File: config.mk
export PLATFORM = sky130hd
export DESIGN_NAME = lrsp_ctrl
export DESIGN_NICKNAME = d
export VERILOG_FILES = /design/src/design/lrsp_pkg.sv /design/src/design/lrsp_ctrl.sv
export SDC_FILE = /design/constraint.sdc
export NUM_CORES = 1
export LEC_CHECK = 0
export ABC_AREA = 1
export BUFFER_PORTS_ARGS = -buffer_cell sky130_fd_sc_hd__clkbuf_2
export CAP_MARGIN = 5
export CORE_ASPECT_RATIO = 0.5
export CORE_MARGIN = 2
export CORE_UTILIZATION = 50
export CTS_BUF_LIST = sky130_fd_sc_hd__clkbuf_4
export DETAILED_ROUTE_END_ITERATION = 16
export PLACE_DENSITY = 0.69
export SYNTH_ARGS = -nofsm -noshare
export SYNTH_HDL_FRONTEND = slang
export SYNTH_SLANG_ARGS = --single-unit
export TNS_END_PERCENT = 10
File: constraint.sdc
create_clock -name clock -period 5.5 [get_ports clock]
set_input_delay 0.55 -clock clock [delete_from_list [all_inputs] [get_ports clock]]
set_output_delay 0.55 -clock clock [all_outputs]
set_load 0.03 [all_outputs]
File: src/design/lrsp_pkg.sv
// ---------------------------------------------------------------------------
// lrsp_pkg
// Shared types and codes for the LR shift-reduce parser engine.
// ---------------------------------------------------------------------------
package lrsp_pkg;

   localparam int RED_W = 6;

   typedef enum logic [1:0] {
      ACT_WR_CELL = 2'd0,
      ACT_WR_PROD = 2'd1,
      ACT_RESTART = 2'd2,
      ACT_TOKEN   = 2'd3
   } act_type;

   typedef enum logic [1:0] {
      KIND_ERROR  = 2'd0,
      KIND_SHIFT  = 2'd1,
      KIND_REDUCE = 2'd2,
      KIND_ACCEPT = 2'd3
   } kind_type;

   typedef enum logic [2:0] {
      EV_LOAD   = 3'd0,
      EV_SHIFT  = 3'd1,
      EV_REDUCE = 3'd2,
      EV_ACCEPT = 3'd3,
      EV_ERROR  = 3'd4
   } ev_type;

   typedef enum logic [1:0] {
      CAUSE_NONE  = 2'd0,
      CAUSE_EMPTY = 2'd1,
      CAUSE_STACK = 2'd2,
      CAUSE_LIMIT = 2'd3
   } cause_type;

   typedef enum logic [2:0] {
      ST_CLEAR,
      ST_IDLE,
      ST_LOOK,
      ST_CELL,
      ST_PROD,
      ST_GOTO_RD,
      ST_GOTO
   } ctrl_state_type;

   typedef enum logic [1:0] {
      STK_HOLD,
      STK_PUSH,
      STK_SET,
      STK_RESTART
   } stk_op_type;

   typedef struct packed {
      stk_op_type op;
      logic [5:0] value;
   } stk_cmd_type;

   typedef struct packed {
      logic [5:0] top;
      logic       full;
      logic       underflow;
   } stk_stat_type;

   typedef struct packed {
      logic       en;
      logic [5:0] row;
      logic [4:0] col;
      logic [7:0] data;
   } tbl_wr_type;

   typedef struct packed {
      logic      valid;
      ev_type    ev;
      logic [4:0] prod;
      cause_type cause;
      logic      last;
   } rsp_type;

endpackage

File: src/design/lrsp_ctrl.sv
// ---------------------------------------------------------------------------
// lrsp_ctrl
// Parse sequencer: item decode, production store, reduction loop, results.
// ---------------------------------------------------------------------------
module lrsp_ctrl
   import lrsp_pkg::*;
#(
   parameter int NUM_PRODUCTIONS = 32,
   parameter int MAX_REDUCE      = 63
) (
   input  logic         clock,
   input  logic         reset,
   input  logic         start,
   output logic         busy,
   input  logic [1:0]   req_action,
   input  logic [5:0]   req_row_state,
   input  logic [4:0]   req_column_symbol,
   input  logic [1:0]   req_entry_kind,
   input  logic [5:0]   req_entry_value,
   input  logic [4:0]   req_prod_number,
   input  logic [4:0]   req_prod_head,
   input  logic [3:0]   req_prod_length,
   input  logic [4:0]   req_token_symbol,
   input  logic         tbl_clearing,
   output tbl_wr_type   tbl_wr,
   output logic [5:0]   tbl_rd_state,
   output logic [4:0]   tbl_rd_symbol,
   input  logic [7:0]   tbl_cell,
   output stk_cmd_type  stk_cmd,
   output logic [3:0]   stk_len,
   input  stk_stat_type stk_stat,
   input  logic [5:0]   stk_rd,
   output logic         rsp_valid,
   output logic [2:0]   rsp_event_res,
   output logic [4:0]   rsp_production,
   output logic [1:0]   rsp_error_cause,
   output logic         rsp_last
);

   localparam int PW = (NUM_PRODUCTIONS > 1) ? $clog2(NUM_PRODUCTIONS) : 1;

   ctrl_state_type   state_ff, state_in;
   rsp_type          rsp_ff, rsp_in;
   logic             halted_ff, halted_in;
   logic [4:0]       tok_ff, tok_in;
   logic [4:0]       prod_ff, prod_in;
   logic [RED_W-1:0] red_ff, red_in;

   logic [8:0]       pmem [0:NUM_PRODUCTIONS-1];
   logic [8:0]       prod_rd_ff;
   logic             prod_we, prod_re;
   logic [PW+4:0]    pw_x;
   logic [PW+5:0]    pr_x;

   logic [1:0]       cell_kind;
   logic [5:0]       cell_val;
   logic             act_start;

   assign cell_kind = tbl_cell[7:6];
   assign cell_val  = tbl_cell[5:0];
   assign busy      = state_ff != ST_IDLE;
   assign act_start = start && !busy;
   assign pw_x      = {{PW{1'b0}}, req_prod_number};
   assign pr_x      = {{PW{1'b0}}, cell_val};
   assign stk_len   = prod_rd_ff[3:0];

   // next state
   always_comb begin
      state_in = state_ff;
      unique case (state_ff)
         ST_CLEAR: begin
            if (!tbl_clearing) begin
               state_in = ST_IDLE;
            end
         end
         ST_IDLE: begin
            if (act_start && req_action == ACT_TOKEN && !halted_ff) begin
               state_in = ST_LOOK;
            end
         end
         ST_LOOK: begin
            state_in = ST_CELL;
         end
         ST_CELL: begin
            if (cell_kind == KIND_REDUCE && int'(cell_val) < NUM_PRODUCTIONS
                && red_ff < RED_W'(MAX_REDUCE)) begin
               state_in = ST_PROD;
            end else begin
               state_in = ST_IDLE;
            end
         end
         ST_PROD: begin
            state_in = stk_stat.underflow ? ST_IDLE : ST_GOTO_RD;
         end
         ST_GOTO_RD: begin
            state_in = ST_GOTO;
         end
         ST_GOTO: begin
            state_in = (cell_kind == KIND_SHIFT) ? ST_LOOK : ST_IDLE;
         end
         default: begin
            state_in = ST_IDLE;
         end
      endcase
   end

   // outputs
   always_comb begin
      rsp_in        = '{valid: 1'b0, ev: EV_LOAD, prod: '0, cause: CAUSE_NONE, last: 1'b1};
      halted_in     = halted_ff;
      tok_in        = tok_ff;
      prod_in       = prod_ff;
      red_in        = red_ff;
      prod_we       = 1'b0;
      prod_re       = 1'b0;
      tbl_wr.en     = 1'b0;
      tbl_wr.row    = req_row_state;
      tbl_wr.col    = req_column_symbol;
      tbl_wr.data   = {req_entry_kind, req_entry_value};
      tbl_rd_state  = stk_stat.top;
      tbl_rd_symbol = tok_ff;
      stk_cmd       = '{op: STK_HOLD, value: cell_val};
      unique case (state_ff)
         ST_CLEAR: begin
            stk_cmd.op = STK_RESTART;
         end
         ST_IDLE: begin
            if (act_start) begin
               rsp_in.valid = 1'b1;
               unique case (req_action)
                  ACT_WR_CELL: begin
                     tbl_wr.en = 1'b1;
                  end
                  ACT_WR_PROD: begin
                     prod_we = int'(req_prod_number) < NUM_PRODUCTIONS;
                  end
                  ACT_RESTART: begin
                     stk_cmd.op = STK_RESTART;
                     halted_in  = 1'b0;
                  end
                  default: begin
                     if (halted_ff) begin
                        rsp_in.ev    = EV_ERROR;
                        rsp_in.cause = CAUSE_LIMIT;
                     end else begin
                        rsp_in.valid = 1'b0;
                        tok_in       = req_token_symbol;
                        red_in       = '0;
                     end
                  end
               endcase
            end
         end
         ST_LOOK: begin
         end
         ST_CELL: begin
            rsp_in.valid = 1'b1;
            halted_in    = 1'b1;
            rsp_in.ev    = EV_ERROR;
            rsp_in.cause = CAUSE_EMPTY;
            if (cell_kind == KIND_ACCEPT) begin
               rsp_in.ev    = EV_ACCEPT;
               rsp_in.cause = CAUSE_NONE;
            end else if (cell_kind == KIND_SHIFT) begin
               if (stk_stat.full) begin
                  rsp_in.cause = CAUSE_STACK;
               end else begin
                  halted_in    = 1'b0;
                  stk_cmd.op   = STK_PUSH;
                  rsp_in.ev    = EV_SHIFT;
                  rsp_in.cause = CAUSE_NONE;
               end
            end else if (cell_kind == KIND_REDUCE && int'(cell_val) < NUM_PRODUCTIONS) begin
               if (red_ff >= RED_W'(MAX_REDUCE)) begin
                  rsp_in.cause = CAUSE_LIMIT;
               end else begin
                  rsp_in.valid = 1'b0;
                  halted_in    = 1'b0;
                  prod_re      = 1'b1;
                  prod_in      = cell_val[4:0];
               end
            end
         end
         ST_PROD: begin
            if (stk_stat.underflow) begin
               rsp_in.valid = 1'b1;
               rsp_in.ev    = EV_ERROR;
               rsp_in.cause = CAUSE_STACK;
               halted_in    = 1'b1;
            end
         end
         ST_GOTO_RD: begin
            tbl_rd_state  = stk_rd;
            tbl_rd_symbol = prod_rd_ff[8:4];
         end
         ST_GOTO: begin
            rsp_in.valid = 1'b1;
            if (cell_kind == KIND_SHIFT) begin
               stk_cmd.op  = STK_SET;
               red_in      = red_ff + 1'b1;
               rsp_in.ev   = EV_REDUCE;
               rsp_in.prod = prod_ff;
               rsp_in.last = 1'b0;
            end else begin
               rsp_in.ev    = EV_ERROR;
               rsp_in.cause = CAUSE_EMPTY;
               halted_in    = 1'b1;
            end
         end
         default: begin
         end
      endcase
   end

   always_ff @(posedge clock) begin
      if (reset) begin
         state_ff  <= ST_CLEAR;
         rsp_ff    <= '0;
         halted_ff <= 1'b0;
         red_ff    <= '0;
      end else begin
         state_ff  <= state_in;
         rsp_ff    <= rsp_in;
         halted_ff <= halted_in;
         red_ff    <= red_in;
      end
   end

   always_ff @(posedge clock) begin
      tok_ff  <= tok_in;
      prod_ff <= prod_in;
   end

   always_ff @(posedge clock) begin
      if (prod_we) begin
         pmem[pw_x[PW-1:0]] <= {req_prod_head, req_prod_length};
      end
      if (prod_re) begin
         prod_rd_ff <= pmem[pr_x[PW-1:0]];
      end
   end

   assign rsp_valid       = rsp_ff.valid;
   assign rsp_event_res   = rsp_ff.ev;
   assign rsp_production  = rsp_ff.prod;
   assign rsp_error_cause = rsp_ff.cause;
   assign rsp_last        = rsp_ff.last;

`ifndef SYNTH
   a_halt_on_final: assert property (@(posedge clock) disable iff (reset)
      (rsp_ff.valid && (rsp_ff.ev == EV_ERROR || rsp_ff.ev == EV_ACCEPT)) |-> halted_ff)
      else $error("accept or error result without halt");

   a_reduce_continues: assert property (@(posedge clock) disable iff (reset)
      (rsp_ff.valid && rsp_ff.ev == EV_REDUCE) |-> (state_ff == ST_LOOK && !rsp_ff.last))
      else $error("reduce result not followed by a new lookup");

   a_goto_order: assert property (@(posedge clock) disable iff (reset)
      (state_ff == ST_GOTO) |-> ($past(state_ff) == ST_GOTO_RD))
      else $error("goto decision without goto read");

   a_quiet_clear: assert property (@(posedge clock) disable iff (reset)
      (state_ff == ST_CLEAR) |-> !rsp_ff.valid)
      else $error("result during table clear");
`endif

endmodule

After elaboration in Yosys (flattened, before gate mapping)
Memories as Yosys holds them, arrays and structs flattened. A register that Yosys moved wholly into a read port is not among the register bits.
Cells that the tools add are included.
- bits in registers: 32
- bits in latches: 0
- memory bits (writable): 288
- bits in read-only memories: 0
- input bits: 66
- output and inout port bits: 56
- logic and storage cells: 129
- memories kept: 1
- memories (name ; words ; bits a word ; read ports ; clocked after Yosys merged registers in ; write ports ; RTL line ; source):
    pmem ; 32 ; 9 ; 1 ; 1 ; 1 ; lrsp_ctrl.sv:49 ; logic [8:0] pmem [0:NUM_PRODUCTIONS-1];
- $add $sub $neg: 1
- multiply operators: 0
- div/mod/pow operators: 0
- order comparisons: 3
- equal/unequal tests: 22
- shifts and indexed selects: 0
- multiplexer cells: 68
- bitwise operators: 6
- reductions and logical operators: 18
- operator list (operator ; number):
    $mux 1 ; 31
    $mux 6 ; 5
    $mux 3 ; 9
    $mux 2 ; 13
    $pmux 3 s7 ; 1
    $ne 2x2->1 const B ; 8
    $pmux 2 s4 ; 2
    $pmux 4 s4 ; 1
    $reduce_and 5->1 ; 3
    $lt 6x6->1 const B ; 2
    $mux 4 ; 3
    $pmux 6 s2 ; 1
    $eq 3x3->1 const B ; 3
    $eq 2x2->1 const B ; 4
    $add 6x1->6 const B ; 1
    $eq 3x2->1 const B ; 2
    $ge 6x6->1 const B ; 1
    $not 1->1 ; 6
    $reduce_or 3->1 ; 2
    $logic_and 1x1->1 ; 5
    $mux 5 ; 1
    $eq 2x1->1 const B ; 2
    $pmux 1 s4 ; 1
    $reduce_and 4->1 ; 1
    9 further kinds ; 10

Depth between registers and ports, before layout
- depth after elaboration: 7
- depth in mapped cells: 12
- gate-level depth less buffers: 9

Least setup slack after synthesis
No wires, ideal clock.
- path type: input -> output
- start: input port tbl_cell[7]
- end: output port stk_cmd[6] (netlist name)
- arrival time: 1.563 ns
- data required time: 4.950 ns
- slack: 3.387 ns
- stages: 3
- buffers on the path: 0
- cell sequence: inv_1 > nand2_1 > o31ai_1
- RTL lines (item ; RTL line ; source):
    start, declared ; lrsp_ctrl.sv:28 ; input logic [7:0] tbl_cell,
    end, declared ; lrsp_ctrl.sv:29 ; output stk_cmd_type stk_cmd,

Final worst setup path
- start: register state_ff[1]
- end: output port tbl_rd_state[1]
- longest elaborated chain between the ends: 2
- RTL lines (item ; RTL line ; source):
    start, declared ; lrsp_ctrl.sv:42 ; ctrl_state_type state_ff, state_in;
    start signal, assigned ; lrsp_ctrl.sv:222 ; state_ff <= state_in;
    $eq 3x3->1 ; lrsp_ctrl.sv:123 ; unique case (state_ff)
    $mux 6 ; lrsp_ctrl.sv:123 ;
    end, declared ; lrsp_ctrl.sv:26 ; output logic [5:0] tbl_rd_state,
Every way passes these cells.

==> reports/metrics.yaml <==
status: "completed"
critical_path_required_ps: 4950
drt_iter0_drc: 1350
power_density_nw_per_um2: 335
clock_skew_ps: 39.0
die_height_um: 122
leakage_nw: 5.96
cts-hold-fix-buffers: 0
total_routing_usage_reported_by_global_routing_pct: 24.4
finalWorstSetupSlack_ps: 2840
fin_crit_ps: 2660
ff2ff_path_depth: 7
instances_no_fill: 1799
synth_area_per_cell_um2: 10.9
grt_busiest_layer: "met2"
maxCapViolations: 0
globalRouteMet3Util_pct: 7.48
synthesis.yosys.warnings: 0
worstHoldEndpoint: "tok_ff[2]"
h_tree_depth: 3
crit_arrival_ps: 2110
grt_antenna_before_repair: 0
clk_root_buffer_cell: "clkbuf_4"
synth_enable_flop_cells: 307
cp-startpoint: "state_ff[1]"
finalSetupViolCount: 0
worstMarginPinSlew_ps: 1120
timing.final.hold_violations: 0
detailed_place_hpwl_um: 20500
layout-drive-gt1-share_pct: 17.0
peak_ir_drop_on_the_vdd_network_mv: 0.125
yosys.area.top_type: "edfxtp_1"
placementRows: 43
timing.reg2reg.setup_slack_ps: 2960
die-area_um2: 29200
ys_types: 29
routed-via-count: 9863
postCtsSetupRepairBufs: 0
post_synth_instance_area_um2: 13900
dominantRegCellSynth: "edfxtp_1"
final-seq-area_um2: 9660
count_of_placed_standard_cells_including_taps: 1660
initial_utilization_pct: 50.5
buffer_ports.inserted: 83
detail_route.drc_violations: 0
postSynthNetCount: 1345
cts.clk_slew.worst_paths_ps: 70
post-layout-total-power_mw: 5.13
first_global_vias: 9435
whs_path_depth: 1
postRouteAntennaNets: 0
unrepaired_setup_endpoints_after_global_routing: "no"
kind_of_path_behind_the_tightest_hold_check: "primary input to register"
maximum_buffer_depth_of_the_clock_tree: 3
asyncSetResetFlopFracSynth_pct: 0
crit-reg2reg-capture: "pmem[10][4]"
yosys_register_bits: 329
largest_net_degree_at_the_start_of_global_routing: 106
startpoint_type: "register"
route.final.wire_length_um: 34900
globalRouteMet1Util_pct: 34.2
worst_r2r_startpoint: "state_ff[2]"
final_net_count: 1425
worst-setup-path-type: "register to output pin"
grt_first_pass_wirelength_um: 53400
synth.top_cells.by_area: "edfxtp_1 (66%), nand2_1 (13%), nand3_1 (8.1%)"
cts_tree: "yes"
grt_remaining_overflow: 0
wire_per_inst_um: 19.4
tritoncts_num_sinks: 329
crit_fanout: 12
hold_start: "req_token_symbol[2]"
slew_violations: 0
multi_input_logic_area_um2: 3520
drt_first_pass_iters: 11
design.portCount: 122
slew_headroom_pct: 25.6
postCtsResizedCells: 0
gp_routability_congestion: 0.888
fp.coreArea_um2: 27500
p_r_area_growth_vs_syn_pct: 10.2
worstSetupEndpointType: "output pin"
pre_cts_ws_ps: 2240
floorplan.die.width_um: 240
post_synthesis_cells: 1277
fmax_ghz: 0.376
clk_latency_worst_skew_pair_ps: 710
cts_made_buffers: 77
synth-seq-area-share_pct: 69.5
grt_met2_usage_pct: 36.4
post-route-period-util_pct: 48.3
routed_via_density: 5.48
n_fill_cell: 2298
totalNegativeSetupSlack_ps: 0
synth_top_cell_area_share_pct: 66.3
power by group:
group,internal (mW),leakage [nW],switching [mW]
clock network,1.09,0.615,0.955
registers,2.74,2.94,0.00413
logic,0.0847,2.41,0.257
total,3.91,5.96,1.22
registers in the layout (all words and copies together), names as in the netlist:
name	cells
rsp_production	5
red_ff	6
pmem	288
state_ff	3
rsp_error_cause	2
tok_ff	5
halted_ff	1
prod_rd_ff	9
rsp_last	1
prod_ff	5
rsp_valid	1
rsp_event_res	3
through the flow:
stage               util (%)  hold WS, ps  area, um2
floorplan                  -          439      13900
global placement        52.0          451      14300
detailed placement      52.0          457      14300
CTS                     55.7         16.3      15300
global route            55.7         4.10      15300
finish                  55.7         53.9      15300
worst max-delay path, stage by stage, from the launching register on:
cell	delay, ps
dfxtp_1	430
inv_2	100
nand2_1	80
nor2_1	50
inv_1	280
nand2_1	110
nand2_1	150
clkbuf_2	230
metal layers:
| metal | vias to the layer above | routed length (um) |
|---|---|---|
| met4 | 0 | 789 |
| li1 | 4547 | - |
| met1 | 4641 | 14500 |
| met2 | 594 | 15500 |
| met5 | - | 0 |
| met3 | 81 | 4140 |
synthesized netlist by cell type (6+ instances only):
| master | count |
|---|---|
| a21oi_1 | 15 |
| edfxtp_1 | 307 |
| nand3_1 | 226 |
| buf_1 | 7 |
| nor2_1 | 71 |
| dfxtp_1 | 22 |
| buf_2 | 36 |
| nand3_2 | 8 |
| buf_6 | 8 |
| nand2_1 | 472 |
| clkbuf_1 | 8 |
| buf_4 | 30 |
| inv_1 | 32 |
| inv_2 | 6 |
cell families after synthesis:
group                    Yosys count  share of synthesized area (%)
AO/OA/AOI/OAI                     24                          0.946
XOR/XNOR                           3                          0.189
adder cells (fa/ha/maj)            2                          0.180
buffers and inverters            131                           5.12
flip-flops                       329                           69.5
AND/OR/NAND/NOR                  788                           24.0
worst max path at each step:
stage | end | slack, ps | depth (start not counted)
floorplan | stk_cmd[6] | 3390 | 3
global placement | prod_rd_ff[3] | 2300 | 11
detailed placement | prod_rd_ff[3] | 2240 | 11
CTS | tbl_rd_state[1] | 2760 | 7
global route | tbl_rd_state[1] | 2680 | 7
finish | tbl_rd_state[1] | 2840 | 7
layout make-up:
type | instances | share of cell area [%]
clock inverters | 11 | 0.466
diodes | 1 | 0.0163
repair buffers | 90 | 3.07
clock buffers | 127 | 6.22
well taps | 382 | 3.12
inverters | 42 | 1.05
multi-input cells | 817 | 23.0
flip-flops and latches | 329 | 63.1
cells in the final DEF (no fill, tap or decap):
cell type and count:
nor2_4 4, dfxtp_1 22, clkinv_1 11, bufinv_16 1
nand2_1 472, xor2_1 2, inv_1 32, nand2_2 1
o32ai_1 1, nand2_4 1, edfxtp_1 307, nor3_1 2
o31ai_1 1, a31oi_1 1, o21ai_0 5, nand3_2 8
diode_2 1, clkinvlp_4 1, clkbuf_2 82, inv_2 7
nand3_1 226, a41oi_1 1, nor2_1 71, ha_1 2
nand4_1 3, inv_4 1, xnor2_1 1, a21oi_1 15
buf_4 8, clkbuf_4 127
Note: power is estimated with default switching activity, not from simulation.
