===== src/design/lrsp_pkg.sv =====
// ---------------------------------------------------------------------------
// lrsp_pkg
// Shared types and codes for the LR shift-reduce parser engine.
// ---------------------------------------------------------------------------
package lrsp_pkg;

   localparam int RED_W = 6;

   typedef enum logic [1:0] {
      ACT_WR_CELL = 2'd0,
      ACT_WR_PROD = 2'd1,
      ACT_RESTART = 2'd2,
      ACT_TOKEN   = 2'd3
   } act_type;

   typedef enum logic [1:0] {
      KIND_ERROR  = 2'd0,
      KIND_SHIFT  = 2'd1,
      KIND_REDUCE = 2'd2,
      KIND_ACCEPT = 2'd3
   } kind_type;

   typedef enum logic [2:0] {
      EV_LOAD   = 3'd0,
      EV_SHIFT  = 3'd1,
      EV_REDUCE = 3'd2,
      EV_ACCEPT = 3'd3,
      EV_ERROR  = 3'd4
   } ev_type;

   typedef enum logic [1:0] {
      CAUSE_NONE  = 2'd0,
      CAUSE_EMPTY = 2'd1,
      CAUSE_STACK = 2'd2,
      CAUSE_LIMIT = 2'd3
   } cause_type;

   typedef enum logic [2:0] {
      ST_CLEAR,
      ST_IDLE,
      ST_LOOK,
      ST_CELL,
      ST_PROD,
      ST_GOTO_RD,
      ST_GOTO
   } ctrl_state_type;

   typedef enum logic [1:0] {
      STK_HOLD,
      STK_PUSH,
      STK_SET,
      STK_RESTART
   } stk_op_type;

   typedef struct packed {
      stk_op_type op;
      logic [5:0] value;
   } stk_cmd_type;

   typedef struct packed {
      logic [5:0] top;
      logic       full;
      logic       underflow;
   } stk_stat_type;

   typedef struct packed {
      logic       en;
      logic [5:0] row;
      logic [4:0] col;
      logic [7:0] data;
   } tbl_wr_type;

   typedef struct packed {
      logic      valid;
      ev_type    ev;
      logic [4:0] prod;
      cause_type cause;
      logic      last;
   } rsp_type;

endpackage


===== src/design/lrsp_stack.sv =====
// ---------------------------------------------------------------------------
// lrsp_stack
// State stack memory with top-of-stack and depth registers.
// ---------------------------------------------------------------------------
module lrsp_stack
   import lrsp_pkg::*;
#(
   parameter int STACK_DEPTH = 64
) (
   input  logic          clock,
   input  logic          reset,
   input  stk_cmd_type   cmd,
   input  logic [3:0]    len,
   output stk_stat_type  stat,
   output logic [5:0]    rd_data,
   output logic [$clog2(STACK_DEPTH+1)-1:0] depth
);

   localparam int DW = $clog2(STACK_DEPTH + 1);
   localparam int AW = $clog2(STACK_DEPTH);
   localparam int EW = (DW > 4) ? DW : 4;

   logic [5:0]    mem [0:STACK_DEPTH-1];
   logic [5:0]    top_ff, top_in;
   logic [DW-1:0] sp_ff, sp_in;
   logic [5:0]    rd_ff;

   logic [EW-1:0] sp_e, len_e, base_e, base_m1, base_p1;
   logic          wr_en;
   logic [AW-1:0] wr_idx;
   logic [5:0]    wr_data;

   always_comb begin
      sp_e    = EW'(sp_ff);
      len_e   = EW'(len);
      base_e  = sp_e - len_e;
      base_m1 = base_e - EW'(1);
      base_p1 = base_e + EW'(1);
   end

   always_comb begin
      wr_en   = 1'b0;
      wr_idx  = sp_ff[AW-1:0];
      wr_data = cmd.value;
      top_in  = top_ff;
      sp_in   = sp_ff;
      unique case (cmd.op)
         STK_HOLD: begin
         end
         STK_PUSH: begin
            wr_en  = 1'b1;
            top_in = cmd.value;
            sp_in  = sp_ff + 1'b1;
         end
         STK_SET: begin
            wr_en  = 1'b1;
            wr_idx = base_e[AW-1:0];
            top_in = cmd.value;
            sp_in  = base_p1[DW-1:0];
         end
         STK_RESTART: begin
            wr_en   = 1'b1;
            wr_idx  = '0;
            wr_data = '0;
            top_in  = '0;
            sp_in   = DW'(1);
         end
         default: begin
         end
      endcase
   end

   always_ff @(posedge clock) begin
      if (reset) begin
         top_ff <= '0;
         sp_ff  <= DW'(1);
      end else begin
         top_ff <= top_in;
         sp_ff  <= sp_in;
      end
   end

   always_ff @(posedge clock) begin
      if (wr_en) begin
         mem[wr_idx] <= wr_data;
      end
      rd_ff <= mem[base_m1[AW-1:0]];
   end

   assign stat.top       = top_ff;
   assign stat.full      = sp_ff >= DW'(STACK_DEPTH);
   assign stat.underflow = (len_e >= sp_e) || (base_e >= EW'(STACK_DEPTH));
   assign rd_data        = rd_ff;
   assign depth          = sp_ff;

endmodule


===== config.mk =====
export PLATFORM = sky130hd
export DESIGN_NAME = lrsp_stack
export DESIGN_NICKNAME = d
export VERILOG_FILES = /design/src/design/lrsp_pkg.sv /design/src/design/lrsp_stack.sv
export SDC_FILE = /design/constraint.sdc
export NUM_CORES = 1
export LEC_CHECK = 0
export BUFFER_PORTS_ARGS = -buffer_cell sky130_fd_sc_hd__buf_2
export CORE_MARGIN = 5
export CORE_UTILIZATION = 56
export DETAILED_ROUTE_END_ITERATION = 16
export PLACE_DENSITY = 0.75
export SLEW_MARGIN = 20
export SYNTH_ARGS = -nofsm -noshare
export SYNTH_HDL_FRONTEND = slang
export SYNTH_SLANG_ARGS = --single-unit

===== constraint.sdc =====
create_clock -name clock -period 3.52 [get_ports clock]
set_clock_uncertainty 0.2 [all_clocks]
set_input_delay 0.704 -clock clock [delete_from_list [all_inputs] [get_ports clock]]
set_output_delay 0.704 -clock clock [all_outputs]
set_load 0.02 [all_outputs]

# Word level (Yosys, flattened, before mapping)
# Memory sizes are Yosys's and may differ from the RTL's. A register that Yosys moved wholly into a read port is not among the register bits.
# Cells that the tools add are included.
# word_totals
output_inout_bits	21
wordCells	25
regBits	13
n_memories	1
ram_bits	384
input_bits	14
# classes
reduce_logical	5
n_eq_ne	3
mux	7
addsub	4
n_lt_le_gt_ge	3
# mem_list
memory	words	width	read_ports	rd_ports_with_merged_regs	write_ports	line_no	rtl
mem	64	6	1	1	1	lrsp_stack.sv:23	logic [5:0] mem [0:STACK_DEPTH-1];
# op_table
cell	count
6-bit case mux with 2 select lines	2
7-bit case mux with 3 select lines	1
7-bit by 1-bit adder with 7-bit output (second input constant)	2
7-bit greater-or-equal comparator (second input constant)	2
4-bit by 7-bit greater-or-equal comparator with 1-bit output	1
7-bit by 4-bit subtractor with 7-bit output	1
6-bit two-way mux	1
6-bit by 1-bit subtractor with 6-bit output (second input constant)	1
2-bit equality test (second input constant)	2
1-bit two-way mux	3
3-bit nonzero test	1
3-bit OR reduction	1
2-bit by 1-bit equality test with 1-bit output (second input constant)	1
2-bit nonzero test	1
2-bit OR reduction	1
1-bit logical OR	1

# Longest topological paths before layout
# Gate-level depths: netlist of run 1.
# logic_depth
ltp_word	5
depth_mapped	14
mapped_depth_nobuf	13

# Least setup slack after synthesis of run 1
# No wires, ideal clock.
# synth_path
path_type	input to register
start	input port len[0]
end	register rd_ff[1] (netlist: rd_data[1]) (read register of mem)
n_path_buf	3
cell_stages	13
t_required_ns	3.186
path_slack_ns	-0.197
setup_ns	0.134
arrival_ns	3.382
cell_sequence	ha_1 > inv_1 > fa_1 > inv_1 > ha_1 > clkbuf_1 > buf_1 > clkbuf_1 > mux4_2 > mux2i_1 > mux2i_1 > a32oi_1 > o221ai_1
# synth_between
elab_chain_len	2
# synth_rtl
item	line_no	rtl
start: declaration	lrsp_stack.sv:13	input logic [3:0] len,
7-bit by 4-bit subtractor with 7-bit output	lrsp_stack.sv:36	base_e = sp_e - len_e;
6-bit by 1-bit subtractor with 6-bit output	lrsp_stack.sv:37	base_m1 = base_e - EW'(1);
end: declaration	lrsp_stack.sv:26	logic [5:0] rd_ff;
# Every way passes these cells.
# A chain may end at the register's enable or synchronous reset.

==> results_dict.tcl, run 1 <==
set metrics [dict create \
    die_y_um 182 \
    sw_frac_of_total 0.270 \
    p_per_area_nw_per_um2 630 \
    synth_ff_type "edfxtp_1" \
    core_um2 29500 \
    wl_per_cell_um 23.9 \
    first_global_vias 9751 \
    grt_max_degree 65 \
    tightest_slew_ps 756 \
    overflow 0 \
    syn2layout_area_growth_pct 19.2 \
    critPathMaxFanout 5 \
    hpwl_mm 24.2 \
    n_antenna_cell 0 \
    synth_edf_count 384 \
    yosysSeqAreaShare 0.718 \
    fill_cells 1917 \
    final_cell_mix "edfxtp_1 (384), buf_4 (143), nand2_1 (111)" \
    antenna_found_initial 0 \
    synth-adder-area-share 0.00573 \
    synth_top_family_by_area "multiplexers" \
    cts_tree "built" \
    final_common_cell "edfxtp_1" \
    rsz0062_at_grt "yes" \
    io_pins 35 \
    slew_headroom 0.491 \
    max-cap-violations 0 \
    port_buffers 34 \
    finalWeightedCongestion 0.907 \
    yosys.area_share.simple 0.0663 \
    synthMuxAreaShare 0.145 \
    drtAntennaViolNets 0 \
    fin_nets 1172 \
    grt_pass1_wl_mm 58.2 \
    rr_worst_depth 15 \
    hp-class "primary input to flip-flop" \
    synth_compound_area_frac 0.0383 \
    finalCritPeriodShare 0.972 \
    die_w_um 182 \
    dp_slack_ps -269 \
    syn_nets 989 \
    crit_required_ps 2620 \
    internal-power_uw 9100 \
    yosys.area.top_type "edfxtp_1" \
    cp-end-kind "primary output" \
    cts_buffer_depth 3 \
    outcome "completed" \
    switching_power_uw 3360 \
    rows 63 \
    synth_cell_types 56 \
    final_core_util 0.671 \
    fin_crit_ps 3420 \
    hold_violations 0 \
    seq_power_share 0.437 \
    grtUsageTotal 0.231 \
    cts_buffers 41 \
    syn_avg_cell_area_um2 17.1 \
    hold_buffers 0 \
    synth_warnings 0 \
    setup_violations 0 \
    critPathKind "primary input to primary output" \
    synthArstFlopShare 0 \
    via_per_inst 6.08 \
    drv_slew 0 \
    drt-total-wl_mm 37.6 \
    fin_setup_tns_ps 0 \
    initial_utilization 0.563 \
    h-tree-depth 2 \
    firstDrtPassIters 5 \
    drtIter0Drc 1221 \
    insertion_delay_ps 520 \
    pwr-share-comb 0.220 \
    syn_area_um2 16600 \
    vias 9561 \
    root_buffer "clkbuf_16" \
    drc 0 \
    synth_top_area_frac 0.695 \
    synth_area_leaders "edfxtp_1 (69%), mux4_2 (13%), nand2_1 (2.5%), nor2_1 (2.3%), dfxtp_1 (2.3%)" \
    worst_ep_arrival_time_ps 2520 \
    synthXorXnorAreaFrac 0.0127 \
    ys_ff_latch 403 \
    clk_pin_slew_ps 60 \
    cts_sinks 403 \
    power_uw 12500 \
    postSynthCellCount 968 \
    holdWs_ps 246 \
    pwr-share-clk 0.343 \
    fmax_mhz 292 \
    setup_slack_ps 97.3 \
    ir_drop_uv 425 \
    dieArea_um2 33200 \
    setup.worst_path.start_class "primary input" \
    layout-drive-gt1-share 0.316 \
    whs_path_depth 3 \
    leakagePower_uw 0.00680 \
]
## metal layers
| layer | vias to the layer above | track usage | part of all wire |
|---|---|---|---|
| met5 | - | 0 | 0 |
| met4 | 0 | 0.0504 | 0.019 |
| met3 | 59 | 0.0419 | 0.081 |
| met2 | 482 | 0.391 | 0.51 |
| met1 | 4851 | 0.320 | 0.39 |
| li1 | 4169 | - | - |
## what timing repair did
| item | 4_1_cts | 5_1_grt |
|---|---|---|
| resized for setup | 9 | 7 |
| buffers inserted | 4 | 5 |
| setup endpoints to repair | 1 | 2 |
| pin swaps | 4 | 4 |
## final timing paths
kind                                              from                     end  slack [ps]
worst max-delay path                            len[1]                 stat[0]         100
worst min-delay path                            cmd[4]  top_ff[4]$_SDFFE_PP0P_         250
worst max register to register   depth[0]$_SDFFE_PP1P_      rd_data[4]$_DFF_P_         130
worst min register to register  top_ff[0]$_SDFFE_PP0P_  top_ff[0]$_SDFFE_PP0P_         420
## synth_stat cells (2+ instances only)
master / number
a21oi_1: 42
mux2i_1: 24
edfxtp_1: 384
nand2b_1: 2
and2_1: 6
nor3_1: 4
dfxtp_1: 19
a31oi_1: 3
o21a_1: 5
nor2_1: 103
buf_2: 4
o21ai_0: 20
o22ai_1: 2
a32oi_1: 6
nand2_1: 111
inv_1: 10
buf_1: 11
buf_4: 3
nand3_1: 16
xnor2_2: 3
nor4_1: 5
nand4_1: 3
mux4_2: 96
or3_1: 2
xnor2_1: 7
o31a_4: 2
o221ai_1: 6
clkbuf_1: 30
nor2b_1: 4
a22oi_1: 2
ha_1: 6
xor2_4: 2
xor2_1: 2
## power by group through the flow
stage	logic (uW)	clock network, uW	registers [uW]
floorplan	1570	0	5570
global placement	2620	0	5540
detailed placement	2660	0	5540
CTS	2700	4330	5440
global route	2930	4560	5450
finish	2750	4270	5450
## kinds of logic after synthesis
logic type,after synthesis
AND/OR/NAND/NOR,264
multiplexers,120
buffers and inverters,59
AO/OA/AOI/OAI,100
XOR/XNOR,15
adder cells (fa/ha/maj),7
flip-flops,403
## final cells by class
cell class	instances	area (um^2)	area share
Sequential cell	403	11900	0.602
Multi-Input combinational cell	506	4550	0.230
Timing Repair Buffer	189	1480	0.0749
Clock buffer	51	1060	0.0537
Tap cell	390	488	0.0247
Clock inverter	23	262	0.0132
Inverter	10	37.5	0.00190
## through the flow
step                instance area (um^2)  std cells
floorplan                          16600        968
global placement                   18300       1491
detailed placement                 18300       1491
CTS                                19700       1568
global route                       19800       1572
finish                             19800       1572
## state kept, by name, indices dropped and copies added (netlist names)
register / flops
rd_data: 6
mem: 384
top_ff: 6
depth: 7
## worst max-delay path, stage by stage
cell	delay [ps]
buf_2	100
inv_2	70
ha_4	200
nor2b_2	160
o31a_4	390
a211oi_4	290
buf_6	150
nor2_1	40
nor2_1	90
nor2_1	50
a21oi_1	110
buf_4	150
No activity file was read; power rests on OpenSTA's default activity.
==> inputs of run 2 (changes only) <==
- GPL_TIMING_DRIVEN: unset -> 0
==> run 2 against run 1 <==
Against the previous run: the flow now finishes with violations (setup timing); critical path type is now flip-flop to flip-flop; register-to-register slack worse by 180 ps; utilization shrank 1.3 points; first-iteration DRC count shrank 0.49%; total power up 0.45%; count of clock-buffer cells in the layout is 11 higher; sequential share of layout area rose by 1.3 points; design area decreased by 2.0%; final cell count decreased by 5.4%; hold slack worse by 2.2 ps; worst setup slack got worse by 150 ps; flip-flop and latch count unchanged; largest power group unchanged; largest cell class unchanged; clock power down 2%.
==> results_dict.tcl, run 2 (synthesized netlist as in run 1, its figures left out) <==
set metrics [dict create \
    fin_nets 1086 \
    cts_buffer_depth 3 \
    vias 9397 \
    drv_slew 0 \
    fin_crit_ps 3570 \
    final_core_util 0.658 \
    final_cells 1487 \
    first_global_vias 9406 \
    antenna_found_initial 0 \
    rows 63 \
    grt_pass1_wl_mm 57.9 \
    core_um2 29500 \
    power_uw 12500 \
    n_antenna_cell 0 \
    leakagePower_uw 0.00629 \
    violations "setup timing" \
    placed_cells_incl_taps 1395 \
    max-cap-violations 0 \
    insertion_delay_ps 530 \
    critPathMaxFanout 8 \
    cts_buffers 41 \
    tightest_slew_ps 1020 \
    clk_pin_slew_ps 60 \
    critPathKind "flip-flop to flip-flop" \
    setup_slack_ps -47.8 \
    finalCritPeriodShare 1.01 \
    die_y_um 182 \
    fmax_mhz 280 \
    setup_violations 12 \
    via_per_inst 6.32 \
    crit_required_ps 3500 \
    drtIter0Drc 1215 \
    wl_per_cell_um 25.8 \
    root_buffer "clkbuf_16" \
    largest_reg_flops 384 \
    initial_utilization 0.563 \
    slew_headroom 0.320 \
    hold_buffers 0 \
    firstDrtPassIters 6 \
    grt_max_degree 65 \
    ir_drop_uv 435 \
    layout-drive-gt1-share 0.304 \
    grtUsageTotal 0.233 \
    fin_setup_tns_ps -365 \
    die_w_um 182 \
    p_per_area_nw_per_um2 645 \
    setup.worst_path.start_class "flip-flop" \
    cts_tree "built" \
    port_buffers 33 \
    hpwl_mm 24.4 \
    cp-end-kind "flip-flop" \
    drtAntennaViolNets 0 \
    drt-total-wl_mm 38.4 \
    overflow 0 \
    final_common_cell "edfxtp_1" \
    cts_sinks 403 \
    worst_ep_arrival_time_ps 3550 \
    hold_violations 0 \
    rsz0062_at_grt "yes" \
    io_pins 35 \
    final_cell_mix "edfxtp_1 (384), nand2_1 (108), mux4_2 (96)" \
    dieArea_um2 33200 \
    regMostFlops "mem" \
    outcome "finished with violations" \
    drc 0 \
    finalWeightedCongestion 0.951 \
    h-tree-depth 2 \
    hp-class "primary input to flip-flop" \
    syn2layout_area_growth_pct 16.8 \
]
## run 2: changes by cell type in the layout (fill, tap and decap cells not counted), sizes merged
cell | previous run | this run
buf | 189 | 73
bufinv | 5 | 2
clkbuf | 51 | 85
clkdlybuf4s15 | 0 | 7
clkinv | 12 | 9
clkinvlp | 2 | 0
inv | 14 | 12
## run 2: timing repair
action                     4_1_cts  5_1_grt
pin swaps                        7       15
setup buffers                    9        9
setup endpoints to repair      393      391
resized for setup               89       80
cloned                           0        0
## run 2: metal layers
metal	track usage	vias up	part of all wire
met5	0	-	0
met4	0.0699	0	0.031
met3	0.0427	97	0.088
met2	0.382	525	0.50
met1	0.325	4774	0.38
li1	-	4001	-
## run 2: per-stage QoR
stage	instance area [um^2]	hold WS, ps	setup WS, ps
after detailed placement	17400	414	-1220
after global routing	19400	263	-146
after CTS	19000	228	-15.5
after floorplan	16600	433	71.1
final	19400	244	-47.8
after global placement	17300	390	-1170
## run 2: final cells by class
class,count,area [um^2]
clock inverter,13,119
multi-input combinational,506,4890
tap,390,488
inverter,10,40.0
sequential,403,11900
timing repair buffer,55,387
fill,1975,10100
buffer,48,372
clock buffer,62,1180
## run 2: report_power, final
group	switching (uW)	internal, uW
combinational	1780	1120
clock	1730	2460
sequential	40.1	5380
## run 2: worst paths after layout
check	cells after the start	start	endpoint	slack, ps
max	11	depth[3]$_SDFFE_PP0P_	mem[40][1]$_DFFE_PP_	-50
max reg2reg	11	depth[3]$_SDFFE_PP0P_	mem[40][1]$_DFFE_PP_	-50
min reg2reg	2	depth[1]$_SDFFE_PP0P_	depth[1]$_SDFFE_PP0P_	320
min	3	cmd[4]	top_ff[4]$_SDFFE_PP0P_	240
## run 2: worst max-delay path, cell delays in order (launching register included)
cell and delay [ps]:
dfxtp_1 480, ha_1 420, nor2_1 120, nor2_2 170, clkbuf_8 180, buf_1 220, nand2_1 110, o2bb2ai_1 210
nor2_1 60, a21oi_1 240, nand2_2 360, nor2_2 430
==> inputs of run 3 (changes only) <==
- SKIP_CTS_REPAIR_TIMING: unset -> 1
==> run 3 against run 2 <==
Against the previous run: the flow still finishes with violations (setup timing); maximum frequency is 0.57% higher; final cell count hardly changed; global-route usage is 0.40 points lower; critical path depth stayed put; via count is 0.70% lower; non-clock buffer count is 1 lower; clock power hardly changed; hold slack worse by 4.9 ps; sequential share of layout area is 0.69 points higher; routed wire length is 1.3% lower; largest cell class unchanged; highest routed layer unchanged.
==> results_dict.tcl, run 3 (synthesized netlist as in run 1, its figures left out) <==
set metrics [dict create \
    setup_violations 9 \
    grt_max_degree 65 \
    die_w_um 182 \
    fmax_mhz 282 \
    cts_sinks 403 \
    rrSetupSlack_ps -30 \
    first_global_vias 9330 \
    violations "setup timing" \
    drt-total-wl_mm 37.9 \
    overflow 0 \
    finalCritPeriodShare 1.01 \
    setup.worst_path.start_class "flip-flop" \
    p_per_area_nw_per_um2 647 \
    n_antenna_cell 0 \
    syn2layout_area_growth_pct 15.5 \
    ff_latch_area_um2 11900 \
    finalWeightedCongestion 0.951 \
    outcome "finished with violations" \
    final_cell_mix "edfxtp_1 (384), nand2_1 (110), mux4_2 (96)" \
    insertion_delay_ps 530 \
    port_buffers 33 \
    final_core_util 0.651 \
    fin_nets 1085 \
    core_um2 29500 \
    rows 63 \
    r2r-start "depth[0]$_SDFFE_PP1P_" \
    fill_cells 1996 \
    drv_slew 0 \
    ir_drop_uv 431 \
    holdPathEnd "top_ff[4]$_SDFFE_PP0P_" \
    critPathMaxFanout 8 \
    cts_tree "built" \
    drtAntennaViolNets 0 \
    slew_headroom 0.351 \
    largest_reg_flops 384 \
    drc 0 \
    regToRegEndpoint "mem[42][5]$_DFFE_PP_" \
    h-tree-depth 2 \
    dieArea_um2 33200 \
    layout-drive-gt1-share 0.288 \
    antenna_found_initial 0 \
    regMostFlops "mem" \
    drtIter0Drc 1056 \
    cts_buffers 41 \
    hpwl_mm 24.4 \
    wl_per_cell_um 25.5 \
    rsz0062_at_grt "yes" \
    clk_pin_slew_ps 60 \
    critPathKind "flip-flop to flip-flop" \
    vias 9331 \
    max-cap-violations 0 \
    grtUsageTotal 0.229 \
    firstDrtPassIters 7 \
    die_y_um 182 \
    hold_violations 0 \
    io_pins 35 \
    cp-end-kind "flip-flop" \
    crit_required_ps 3490 \
    final_common_cell "edfxtp_1" \
    initial_utilization 0.563 \
    setup_slack_ps -27.7 \
    tightest_slew_ps 973 \
    cts_buffer_depth 3 \
    worst_ep_arrival_time_ps 3520 \
    via_per_inst 6.28 \
    dp_slack_ps -1220 \
    multiInputGateArea_um2 4750 \
    whs_path_depth 3 \
    grt_pass1_wl_mm 57.0 \
    leakagePower_uw 0.00626 \
    rr_worst_depth 11 \
    fin_crit_ps 3550 \
    root_buffer "clkbuf_16" \
    hp-class "primary input to flip-flop" \
    holdCritStartpoint "cmd[4]" \
]
## run 3: stage by stage
step	total power (uW)	hold WS [ps]	setup TNS (ps)	instances	cell area [um^2]
2_1_floorplan	7140	433	0	968	16600
3_3_place_gp	7920	390	-398460	1391	17300
3_5_place_dp	7970	414	-192410	1395	17400
4_1_cts	12100	228	-87990	1470	18700
5_1_grt	12800	264	-21020	1486	19200
6_report	12400	239	-165	1486	19200
## run 3: cell type report
cell class | count | area share
tap | 390 | 0.0254
multi-input combinational | 506 | 0.247
clock inverter | 13 | 0.00620
inverter | 10 | 0.00209
timing repair buffer | 54 | 0.0198
clock buffer | 62 | 0.0614
sequential | 403 | 0.622
buffer | 48 | 0.0161
## run 3: power breakdown
group          internal [uW]  switching [uW]
clock                   2460            1730
combinational           1080            1730
sequential              5380            40.8
total                   8920            3500
## run 3: how the worst max path moves through the flow
stage | from | to | cells past startpoint
final | depth[0]$_SDFFE_PP1P_ | mem[42][5]$_DFFE_PP_ | 11
after global routing | depth[0]$_SDFFE_PP1P_ | mem[46][2]$_DFFE_PP_ | 11
after global placement | len[0] | rd_data[3]$_DFF_P_ | 14
after detailed placement | len[0] | rd_data[3]$_DFF_P_ | 14
after floorplan | len[0] | rd_data[1]$_DFF_P_ | 13
after CTS | depth[0]$_SDFFE_PP1P_ | rd_data[3]$_DFF_P_ | 14
## run 3: metal layers
metal / track usage / part of all wire / routed length [um] / vias to the layer above
met3: 0.0439 / 0.089 / 3370 / 93
met2: 0.374 / 0.49 / 18700 / 497
met5: 0 / 0 / 0 / -
met4: 0.0711 / 0.032 / 1230 / 0
met1: 0.318 / 0.38 / 14500 / 4734
li1: - / - / - / 4007
## run 3: worst max-delay path, cell delays in order, from the launching register on
cell and delay [ps]:
dfxtp_4 360, inv_4 60, ha_4 130, inv_2 40
fa_2 400, a211oi_2 250, nor2_2 100, buf_6 140
or3_1 340, a21oi_1 200, nand2_1 450, nor2_2 520
